$ cat src/rtl/core/tcrs_pkg.sv
// Package for the trade candle ring store: item structs, codes and ring size.
// No dependencies.
`timescale 1ns / 1ps
`default_nettype none
package tcrs_pkg;

  // Number of bars the ring holds; the stored_count and read_offset widths are fixed and sized for it.
  localparam int CAPACITY = 4096;

  localparam logic [1:0] KIND_TRADE = 2'd0;
  localparam logic [1:0] KIND_APPLY = 2'd1;
  localparam logic [1:0] KIND_CLEAR = 2'd2;
  localparam logic [1:0] KIND_READ  = 2'd3;

  localparam logic [1:0] ST_DONE    = 2'd0;
  localparam logic [1:0] ST_OLDER   = 2'd1;
  localparam logic [1:0] ST_IVZERO  = 2'd2;
  localparam logic [1:0] ST_BEYOND  = 2'd3;

  localparam logic [0:0] CFG_INTERVAL = 1'b0;
  localparam logic [0:0] CFG_TAG      = 1'b1;

  typedef struct packed {
    logic [1:0]  kind;
    logic [63:0] time_ms;
    logic [63:0] candle_close_time;
    logic [31:0] candle_open_px;
    logic [31:0] candle_high_px;
    logic [31:0] candle_low_px;
    logic [31:0] price;
    logic [63:0] quantity;
    logic [31:0] candle_trade_count;
    logic [7:0]  candle_tag;
    logic [11:0] read_offset;
  } in_item_t;

  typedef struct packed {
    logic [1:0]  status;
    logic [12:0] stored_count;
    logic [63:0] bar_open_time;
    logic [63:0] bar_close_time;
    logic [31:0] bar_open_px;
    logic [31:0] bar_high_px;
    logic [31:0] bar_low_px;
    logic [31:0] bar_close_px;
    logic [63:0] bar_volume;
    logic [31:0] bar_trades;
    logic [7:0]  bar_tag;
  } out_item_t;

  typedef struct packed {
    logic [63:0] open_time;
    logic [63:0] close_time;
    logic [31:0] open_px;
    logic [31:0] high_px;
    logic [31:0] low_px;
    logic [31:0] close_px;
    logic [63:0] volume;
    logic [31:0] trades;
    logic [7:0]  tag;
  } bar_t;

  // Classified item handed from the front part to the back part.
  typedef struct packed {
    in_item_t    item;
    logic        iv_zero;
    logic [63:0] bucket;
    logic [63:0] bucket_close;
    logic [7:0]  tag;
  } job_t;

endpackage
`default_nettype wire

$ cat src/rtl/core/tcrs_front.sv
// Front part: accepts items, computes the trade bucket with a bit-serial
// remainder unit, and pushes classified jobs into a two-entry queue.
// Depends on tcrs_pkg.
`timescale 1ns / 1ps
`default_nettype none
module tcrs_front (
  input  wire                  clk,
  input  wire                  rst_n,
  input  wire                  start,
  output logic                 busy,
  input  tcrs_pkg::in_item_t   in_item,
  input  wire  [31:0]          interval_len,
  input  wire  [7:0]           bar_tag_cfg,
  output logic                 job_valid,
  output tcrs_pkg::job_t       job,
  input  wire                  job_pop
);
  import tcrs_pkg::*;

  logic          div_busy_r, div_busy_nxt;
  logic [6:0]    bit_r, bit_nxt;
  logic [32:0]   rem_r, rem_nxt;
  logic          pend_r, pend_nxt;
  in_item_t      hold_r;
  logic [31:0]   iv_r;
  logic [7:0]    tag_r;

  job_t          q_r [2];
  logic          wp_r, rp_r;
  logic [1:0]    cnt_r;
  logic          accept;
  job_t          push_job;
  logic [32:0]   trial;

  // hold off while dividing, while a job waits for its push, or when the queue is full
  assign busy   = div_busy_r || pend_r || (cnt_r == 2'd2);
  assign accept = start && !busy;

  always_comb begin
    trial = {rem_r[31:0], hold_r.time_ms[bit_r[5:0]]};
    div_busy_nxt = div_busy_r;
    bit_nxt  = bit_r;
    rem_nxt  = rem_r;
    pend_nxt = 1'b0;
    push_job.item         = hold_r;
    push_job.iv_zero      = (iv_r == 32'd0);
    push_job.bucket       = hold_r.time_ms - {31'd0, rem_r};
    push_job.bucket_close = push_job.bucket + {32'd0, iv_r} - 64'd1;
    push_job.tag          = tag_r;
    if (div_busy_r) begin
      // shift in one dividend bit per cycle, MSB first
      rem_nxt = (trial >= {1'b0, iv_r}) ? trial - {1'b0, iv_r} : trial;
      bit_nxt = bit_r - 7'd1;
      if (bit_r == 7'd0) begin
        // remainder is final after this edge; push on the next cycle
        div_busy_nxt = 1'b0;
        pend_nxt     = 1'b1;
      end
    end
    if (accept) begin
      rem_nxt = 33'd0;
      if (in_item.kind == KIND_TRADE && interval_len != 32'd0) begin
        div_busy_nxt = 1'b1;
        bit_nxt      = 7'd63;
      end else begin
        pend_nxt = 1'b1;
      end
    end
  end

  always_ff @(posedge clk) begin
    if (!rst_n) begin
      div_busy_r <= 1'b0;
      pend_r     <= 1'b0;
      wp_r <= 1'b0;
      rp_r <= 1'b0;
      cnt_r <= 2'd0;
      bit_r <= 7'd0;
    end else begin
      div_busy_r <= div_busy_nxt;
      bit_r      <= bit_nxt;
      rem_r      <= rem_nxt;
      pend_r     <= pend_nxt;
      if (pend_r) begin
        q_r[wp_r] <= push_job;
        wp_r <= ~wp_r;
      end
      if (job_pop) begin
        rp_r <= ~rp_r;
      end
      cnt_r <= cnt_r + {1'b0, pend_r} - {1'b0, job_pop};
    end
  end

  always_ff @(posedge clk) begin
    if (accept) begin
      hold_r <= in_item;
      iv_r   <= interval_len;
      tag_r  <= bar_tag_cfg;
    end
  end

  assign job_valid = (cnt_r != 2'd0);
  assign job       = q_r[rp_r];
endmodule
`default_nettype wire

$ cat config.mk
export PLATFORM = sky130hd
export DESIGN_NAME = tcrs_front
export DESIGN_NICKNAME = d
export VERILOG_FILES = /design/src/rtl/core/tcrs_pkg.sv /design/src/rtl/core/tcrs_front.sv
export SDC_FILE = /design/constraint.sdc
export NUM_CORES = 1
export LEC_CHECK = 0
export ABC_AREA = 1
export BUFFER_PORTS_ARGS = -buffer_cell sky130_fd_sc_hd__buf_2
export CAP_MARGIN = 20
export CORE_MARGIN = 3
export CORE_UTILIZATION = 45
export CTS_CLUSTER_DIAMETER = 50
export DETAILED_ROUTE_END_ITERATION = 8
export GPL_TIMING_DRIVEN = 0
export MAX_ROUTING_LAYER = met4
export PLACE_DENSITY = 0.65
export REMOVE_ABC_BUFFERS = 1
export SYNTH_ARGS = -nofsm -noshare
export SYNTH_HDL_FRONTEND = slang
export SYNTH_SLANG_ARGS = --single-unit
export TNS_END_PERCENT = 10
$ cat constraint.sdc
create_clock -name clk -period 41.1 [get_ports clk]
set_input_delay 4.11 -clock clk [delete_from_list [all_inputs] [get_ports clk]]
set_output_delay 4.11 -clock clk [all_outputs]
set_load 0.005 [all_outputs]
==> reports/summary.txt, run 1 <==
PwrDens -> 55.5 mW/mm2
die width -> 382 um
outcome -> finished clean
Clock power frac -> 32.9%
Mapped Cells -> 4586
area grow syn2layout -> 21.4%
worst path buffer plus inverter count -> 6
R2R setup slack -> 34.92 ns
Critical Path Stages -> 7
CP top delay family -> buffers and inverters
Worst slew margin -> 34.8%
Worst Setup EP -> job[211]
register bit total from synthesis -> 1483
routed len/inst -> 23.4 um
Crit path top cell by count -> buf_16
CP cell instances -> buf_16, buf_16, buf_16, buf_16, buf_16, mux2_2, buf_2
final cell count without fillers -> 7739
Post-synth ARST share -> 0%
clk_skew -> 0.0409 ns
Rows -> 137
root buf cell -> clkbuf_16
largest area contributor in the netlist -> edfxtp_1
Worst R2R End -> rem_r[26]$_SDFFCE_PP0P_
Final nets -> 6281
sw frac -> 30.4%
type of the worst min-delay path -> register to register
Post-route DRC -> 0
initial drt markers -> 2960
total gr overflow -> 0
Tcrit/Tclk final -> 18.7%
kind of critical path -> register to output pin
Seq. cell area -> 0.0444 mm2
Setup crit start kind -> register
final setup fails -> 0
first-pass GRT wire length -> 261 mm
worst-margin pin slew -> 0.977 ns
DIE HEIGHT -> 382 um
Max Buffers Root-to-Sink -> 3
most common cell after layout, fill and taps aside -> edfxtp_1
initial antenna violation count -> 41
syn avg cell area -> 13.9 um2
pin count of the biggest net entering global routing -> 108
Routed Antenna Nets -> 0
Ports -> 931
first drt pass iteration count -> 5
Critical R2R Launch -> bit_r[1]$_SDFF_PN0_
multi-input logic area -> 0.0168 mm2
Gate power share -> 22.9%
TNS Setup -> 0 ns
Vias -> 39833
layout cell share with drive strength beyond 1 -> 33.0%
Leakage -> 30.1 nW
fmax -> 0.130 GHz
most frequent cells in the layout -> 1469 x edfxtp_1, 931 x buf_2, 681 x nand2_1
Clk Latency, worst-skew pair -> 0.80 ns
Internal -> 2.98 mW
Post-synth EDFFs -> 1469
critical path peak fanout -> 60
CP arrival -> 3.59 ns
starting density of the core -> 45.4%
RSZ-0062 raised after global routing -> false
GPL Wtd Cong -> 0.943
CTS sink count -> 1483
Area contributors post-synth -> edfxtp_1 69%, mux2_2 9.1%, nand2_1 4.0%
Tmin final -> 7.70 ns
Main synth FF type -> edfxtp_1
GRT Overall Usage -> 25.1%
Core Region -> 0.140 mm2
Port Buf Inserts -> 930
vias in the first global route -> 39399
CTS tree -> yes
element type at the critical path end -> output pin
Post-Syn Area -> 0.0636 mm2
Max Slew Vio Count -> 0
post-cts resize count -> 0
P_sw -> 1.30 mW
Setup Buffers After CTS -> 0
H-tree Lvls -> 4
CP max stage cell -> dfxtp_4
synthesis warning total -> 0
Hold-fix buffers, CTS -> 0
die area -> 0.146 mm2
dpl cells -> 7409
Reg2Reg Depth -> 21
Hold Vio Cnt, Final -> 0
DR vias/cell -> 5.15
Largest stage delay, worst path -> 0.55 ns
Sequential Power Share -> 44.1%
CTS Buf Count -> 162
register area share after synthesis -> 69.8%
worst vdd ir -> 0.0452 mV
Distinct cells, synth -> 51
top cell type's share of synthesized area -> 69.4%
Crit path required time -> 36.99 ns
max cap viols -> 0
Detailed Place HPWL -> 142 mm
# fillers -> 11644
Clock Pin Slew Worst Setup and Hold Paths -> 0.06 ns
DRT Wirelength -> 181 mm
synthesized netlist by cell type, types with 6 or more instances:
master,number
edfxtp_1,1469
nand2_1,682
inv_1,538
mux2_2,511
nor2_1,230
a21oi_1,195
ha_1,163
o21ai_0,123
nand3_1,101
clkbuf_1,79
xor2_1,75
nand2_2,59
xnor2_1,48
nand4_1,47
nor2_2,34
a31oi_1,28
nor4_1,21
nand3_2,18
nand3b_1,17
nor3_1,15
dfxtp_1,14
o21ai_1,11
o22ai_1,9
or2_2,9
o21bai_1,8
inv_2,7
a21boi_0,6
a21o_1,6
nor2_4,6
power groups by stage:
stage | sequential, mW | combinational, mW | clock [mW]
floorplan | 1.96 | 0.641 | 0
global placement | 2.02 | 1.00 | 0
detailed placement | 1.92 | 0.982 | 0
CTS | 1.89 | 0.988 | 1.45
global route | 1.90 | 1.09 | 1.50
finish | 1.89 | 0.983 | 1.41
state kept, by name (all words and copies together), names as in the netlist, named ones only:
register	flops
bit_r	7
rp_r	1
iv_r	32
pend_r	1
cnt_r	2
div_busy_r	1
wp_r	1
rem_r	33
q_r	1022
hold_r	374
tag_r	8
worst min-delay path by stage:
stage / startpoint / cells after the start / slack (ns) / to
2_1_floorplan: tag_r[0]$_DFFE_PP_ / 0 / 0.42 / q_r[0][0]$_DFFE_PP_
3_3_place_gp: hold_r[5]$_DFFE_PP_ / 0 / 0.42 / q_r[1][142]$_DFFE_PP_
3_5_place_dp: hold_r[169]$_DFFE_PP_ / 0 / 0.43 / q_r[0][306]$_DFFE_PP_
4_1_cts: hold_r[280]$_DFFE_PP_ / 0 / 0.42 / q_r[0][417]$_DFFE_PP_
5_1_grt: hold_r[305]$_DFFE_PP_ / 0 / 0.43 / q_r[0][442]$_DFFE_PP_
6_report: hold_r[111]$_DFFE_PP_ / 0 / 0.42 / q_r[0][248]$_DFFE_PP_
logic make-up after synthesis:
family                   share of synthesized area (%)
AO/OA/AOI/OAI                                     3.58
XOR/XNOR                                          1.69
adder cells (fa/ha/maj)                           3.30
buffers and inverters                             3.71
flip-flops                                        69.8
multiplexers                                      9.05
AND/OR/NAND/NOR                                   8.82
per-layer routing:
| layer | up-vias | GRT usage, % | wire [um] |
|---|---|---|---|
| met3 | 288 | 5.41 | 13000 |
| met2 | 1401 | 42.8 | 92100 |
| met4 | 0 | 7.59 | 5500 |
| met1 | 19485 | 29.8 | 70400 |
| li1 | 18659 | - | - |
| met5 | - | - | 0 |
layout make-up:
class                           instances  share of cell area [%]
Multi-Input combinational cell       2476                    21.8
Timing Repair Buffer                 1027                    8.04
Antenna cell                           35                   0.113
Inverter                              547                    2.67
Tap cell                             1876                    3.04
Clock inverter                         98                    1.34
Sequential cell                      1483                    57.5
Clock buffer                          197                    5.45
metrics by stage:
step / setup slack [ns] / hold slack [ns] / power [mW] / cell area, um2 / util, %
after floorplan: 0.463 / 0.421 / 2.60 / 63300 / -
after global placement: -24.38 / 0.422 / 3.02 / 70300 / 50.2
after detailed placement: 33.84 / 0.429 / 2.91 / 71800 / 51.4
after CTS: 33.21 / 0.418 / 4.32 / 77100 / 55.1
after global routing: 33.18 / 0.435 / 4.49 / 77100 / 55.2
final: 33.40 / 0.419 / 4.29 / 77200 / 55.2
Note: power is estimated with default switching activity, not from simulation.
==> run 2, diff against run 1 <==
- PLACE_DENSITY: 0.65 -> 0.62
- clock period: 41.1 -> 7.7 ns (I/O delays scaled with it)
==> run 2 against run 1 <==
Effect of this change: utilization barely moved; sequential share of layout area barely moved; clock power increased to 5.4 times the previous value; count of clock-buffer cells in the layout is 3 lower; critical path depth increased by 15; via count is 0.49% lower; total power grew to 5.4 times the previous value; critical endpoint is now rem_r[30]$_SDFFCE_PP0P_; largest cell class unchanged.
==> reports/summary.txt, run 2 (synthesis gave the netlist of run 1 again) <==
outcome -> finished clean
type of the worst min-delay path -> primary input to register
post-cts resize count -> 0 (unchanged)
Tcrit/Tclk final -> 79.5%
top flop regs -> q_r x1022, hold_r x374, rem_r x33
Core Region -> 0.140 mm2 (unchanged)
fin util -> 55.2% (about the same)
GPL Wtd Cong -> 0.898 (-4.8%)
PwrDens -> 297 mW/mm2 (+440%)
final setup fails -> 0 (unchanged)
Hold Vio Cnt, Final -> 0 (unchanged)
worst vdd ir -> 0.233 mV (+420%)
# fillers -> 11553 (-0.78%)
initial drt markers -> 2995 (+1.2%)
worst-margin pin slew -> 0.942 ns (-0.0351 ns)
PnR worst setup slack -> 1.58 ns (-31.82 ns)
area grow syn2layout -> 21.4% (about the same)
largest reg by FF count -> q_r
Reg2Reg Depth -> 22 (+4.8%)
Setup crit start kind -> register
CP cell instances -> inv_1, a21oi_1, o21ai_0, nand3_1, o211ai_1, nand3_1, o311ai_0, nand2_1, inv_1, ha_1, fa_1, o21ai_0, nand2_1, nand2_1, a21oi_1, o21ai_0, a21oi_1, o21bai_1, nand3_1, nand2_1, xor2_1, a21oi_1
Seq. cell area -> 0.0444 mm2 (unchanged)
first-pass GRT wire length -> 263 mm (+0.77%)
root buf cell -> clkbuf_16
worst path buffer plus inverter count -> 2 (-4)
Vias -> 39636 (-0.49%)
Final Cell Area -> 0.0772 mm2 (about the same)
pin count of the biggest net entering global routing -> 113 (+4.6%)
kind of critical path -> register to register
final hold slack -> 0.148 ns (-0.271 ns)
element type at the critical path end -> register
critical path peak fanout -> 21 (-65%)
most frequent cells in the layout -> 1469 x edfxtp_1, 931 x buf_2, 681 x nand2_1
H-tree Lvls -> 4 (unchanged)
initial antenna violation count -> 41 (unchanged)
GRT Overall Usage -> 25.3% (+0.23 points)
Worst slew margin -> 37.1% (+2.3 points)
Hold-fix buffers, CTS -> 0 (unchanged)
RSZ-0062 raised after global routing -> false
Clock Pin Slew Worst Setup and Hold Paths -> 0.06 ns (about the same)
Clk Latency, worst-skew pair -> 0.79 ns (about the same)
total gr overflow -> 0 (unchanged)
clk_skew -> 0.0564 ns (+0.0155 ns)
vias in the first global route -> 39505 (+0.27%)
starting density of the core -> 45.4% (unchanged)
Detailed Place HPWL -> 142 mm (+0.27%)
Ports -> 931 (unchanged)
most common cell after layout, fill and taps aside -> edfxtp_1
CP max stage cell -> dfxtp_1
CTS Buf Count -> 164 (+1.2%)
Crit path required time -> 8.19 ns (-28.80 ns)
die area -> 0.146 mm2 (unchanged)
layout cell share with drive strength beyond 1 -> 32.9% (-0.10 points)
Max Buffers Root-to-Sink -> 3 (unchanged)
area post-placement -> 0.0717 mm2 (-0.14%)
Post-route DRC -> 0 (unchanged)
CP top delay family -> compound AO/OA/AOI/OAI gates
CTS tree -> yes
Tmin final -> 6.12 ns
fmax -> 0.163 GHz
Largest stage delay, worst path -> 0.89 ns (+0.34 ns)
die width -> 382 um (unchanged)
CTS sink count -> 1483 (unchanged)
multi-input logic area -> 0.0168 mm2 (unchanged)
Rows -> 137 (unchanged)
Leakage -> 30.1 nW (about the same)
max reg flops -> 1022 (unchanged)
DIE HEIGHT -> 382 um (unchanged)
CP arrival -> 6.61 ns (+3.02 ns)
max cap viols -> 0 (unchanged)
first drt pass iteration count -> 6 (+1)
Hold Path Depth -> 1 (+1)
Port Buf Inserts -> 930 (unchanged)
pre-CTS WS -> 1.73 ns (-32.11 ns)
Critical Path Stages -> 22 (+15)
DRT Wirelength -> 182 mm (+0.59%)
Final nets -> 6278 (-0.048%)
Max Slew Vio Count -> 0 (unchanged)
Routed Antenna Nets -> 0 (unchanged)
DR vias/cell -> 5.12 (-0.48%)
Setup Buffers After CTS -> 0 (unchanged)
routed len/inst -> 23.5 um (+0.61%)
TNS Setup -> 0 ns (unchanged)
[run 2: final timing paths]
check                            start                 endpoint  slack, ns
hold / removal            in_item[266]    hold_r[266]$_DFFE_PP_       0.15
setup / recovery   bit_r[1]$_SDFF_PN0_  rem_r[30]$_SDFFCE_PP0P_       1.58
hold reg to reg   hold_r[40]$_DFFE_PP_    q_r[1][177]$_DFFE_PP_       0.42
setup reg to reg   bit_r[1]$_SDFF_PN0_  rem_r[30]$_SDFFCE_PP0P_       1.58
[run 2: stage by stage]
stage          std cells  power [mW]
4_1_cts             7707        23.2
3_5_place_dp        7404        15.5
5_1_grt             7727        24.1
2_1_floorplan       4506        13.9
3_3_place_gp        7312        16.2
6_report            7738        23.0
[run 2: report_power, final]
group	internal (mW)	total, mW	switching, mW
registers	9.85	10.1	0.255
clock network	4.40	7.64	3.24
logic	1.78	5.21	3.43
[run 2: cell type report]
| cell class | instances | area share, % |
|---|---|---|
| sequential | 1483 | 57.5 |
| antenna | 31 | 0.101 |
| tap | 1876 | 3.04 |
| multi-input combinational | 2476 | 21.8 |
| clock buffer | 194 | 5.55 |
| inverter | 547 | 2.67 |
| clock inverter | 109 | 1.40 |
| timing repair buffer | 1022 | 7.91 |
[run 2: worst reg2reg max path, stage by stage, from the launching register on]
cell and delay (ns):
dfxtp_1 0.89, inv_1 0.59, a21oi_1 0.24, o21ai_0 0.11, nand3_1 0.11, o211ai_1 0.09
nand3_1 0.18, o311ai_0 0.29, nand2_1 0.28, inv_1 0.07, ha_1 0.21, fa_1 0.41
o21ai_0 0.33, nand2_1 0.09, nand2_1 0.15, a21oi_1 0.15, o21ai_0 0.71, a21oi_1 0.22
o21bai_1 0.30, nand3_1 0.11, nand2_1 0.09, xor2_1 0.15, a21oi_1 0.08
[run 2: layer usage]
metal | up-vias | global-route usage (%) | routed length, um
met5 | - | - | 0
met2 | 1179 | 42.8 | 91900
li1 | 18672 | - | -
met1 | 19478 | 30.3 | 72600
met3 | 307 | 5.40 | 11500
met4 | 0 | 8.16 | 5970
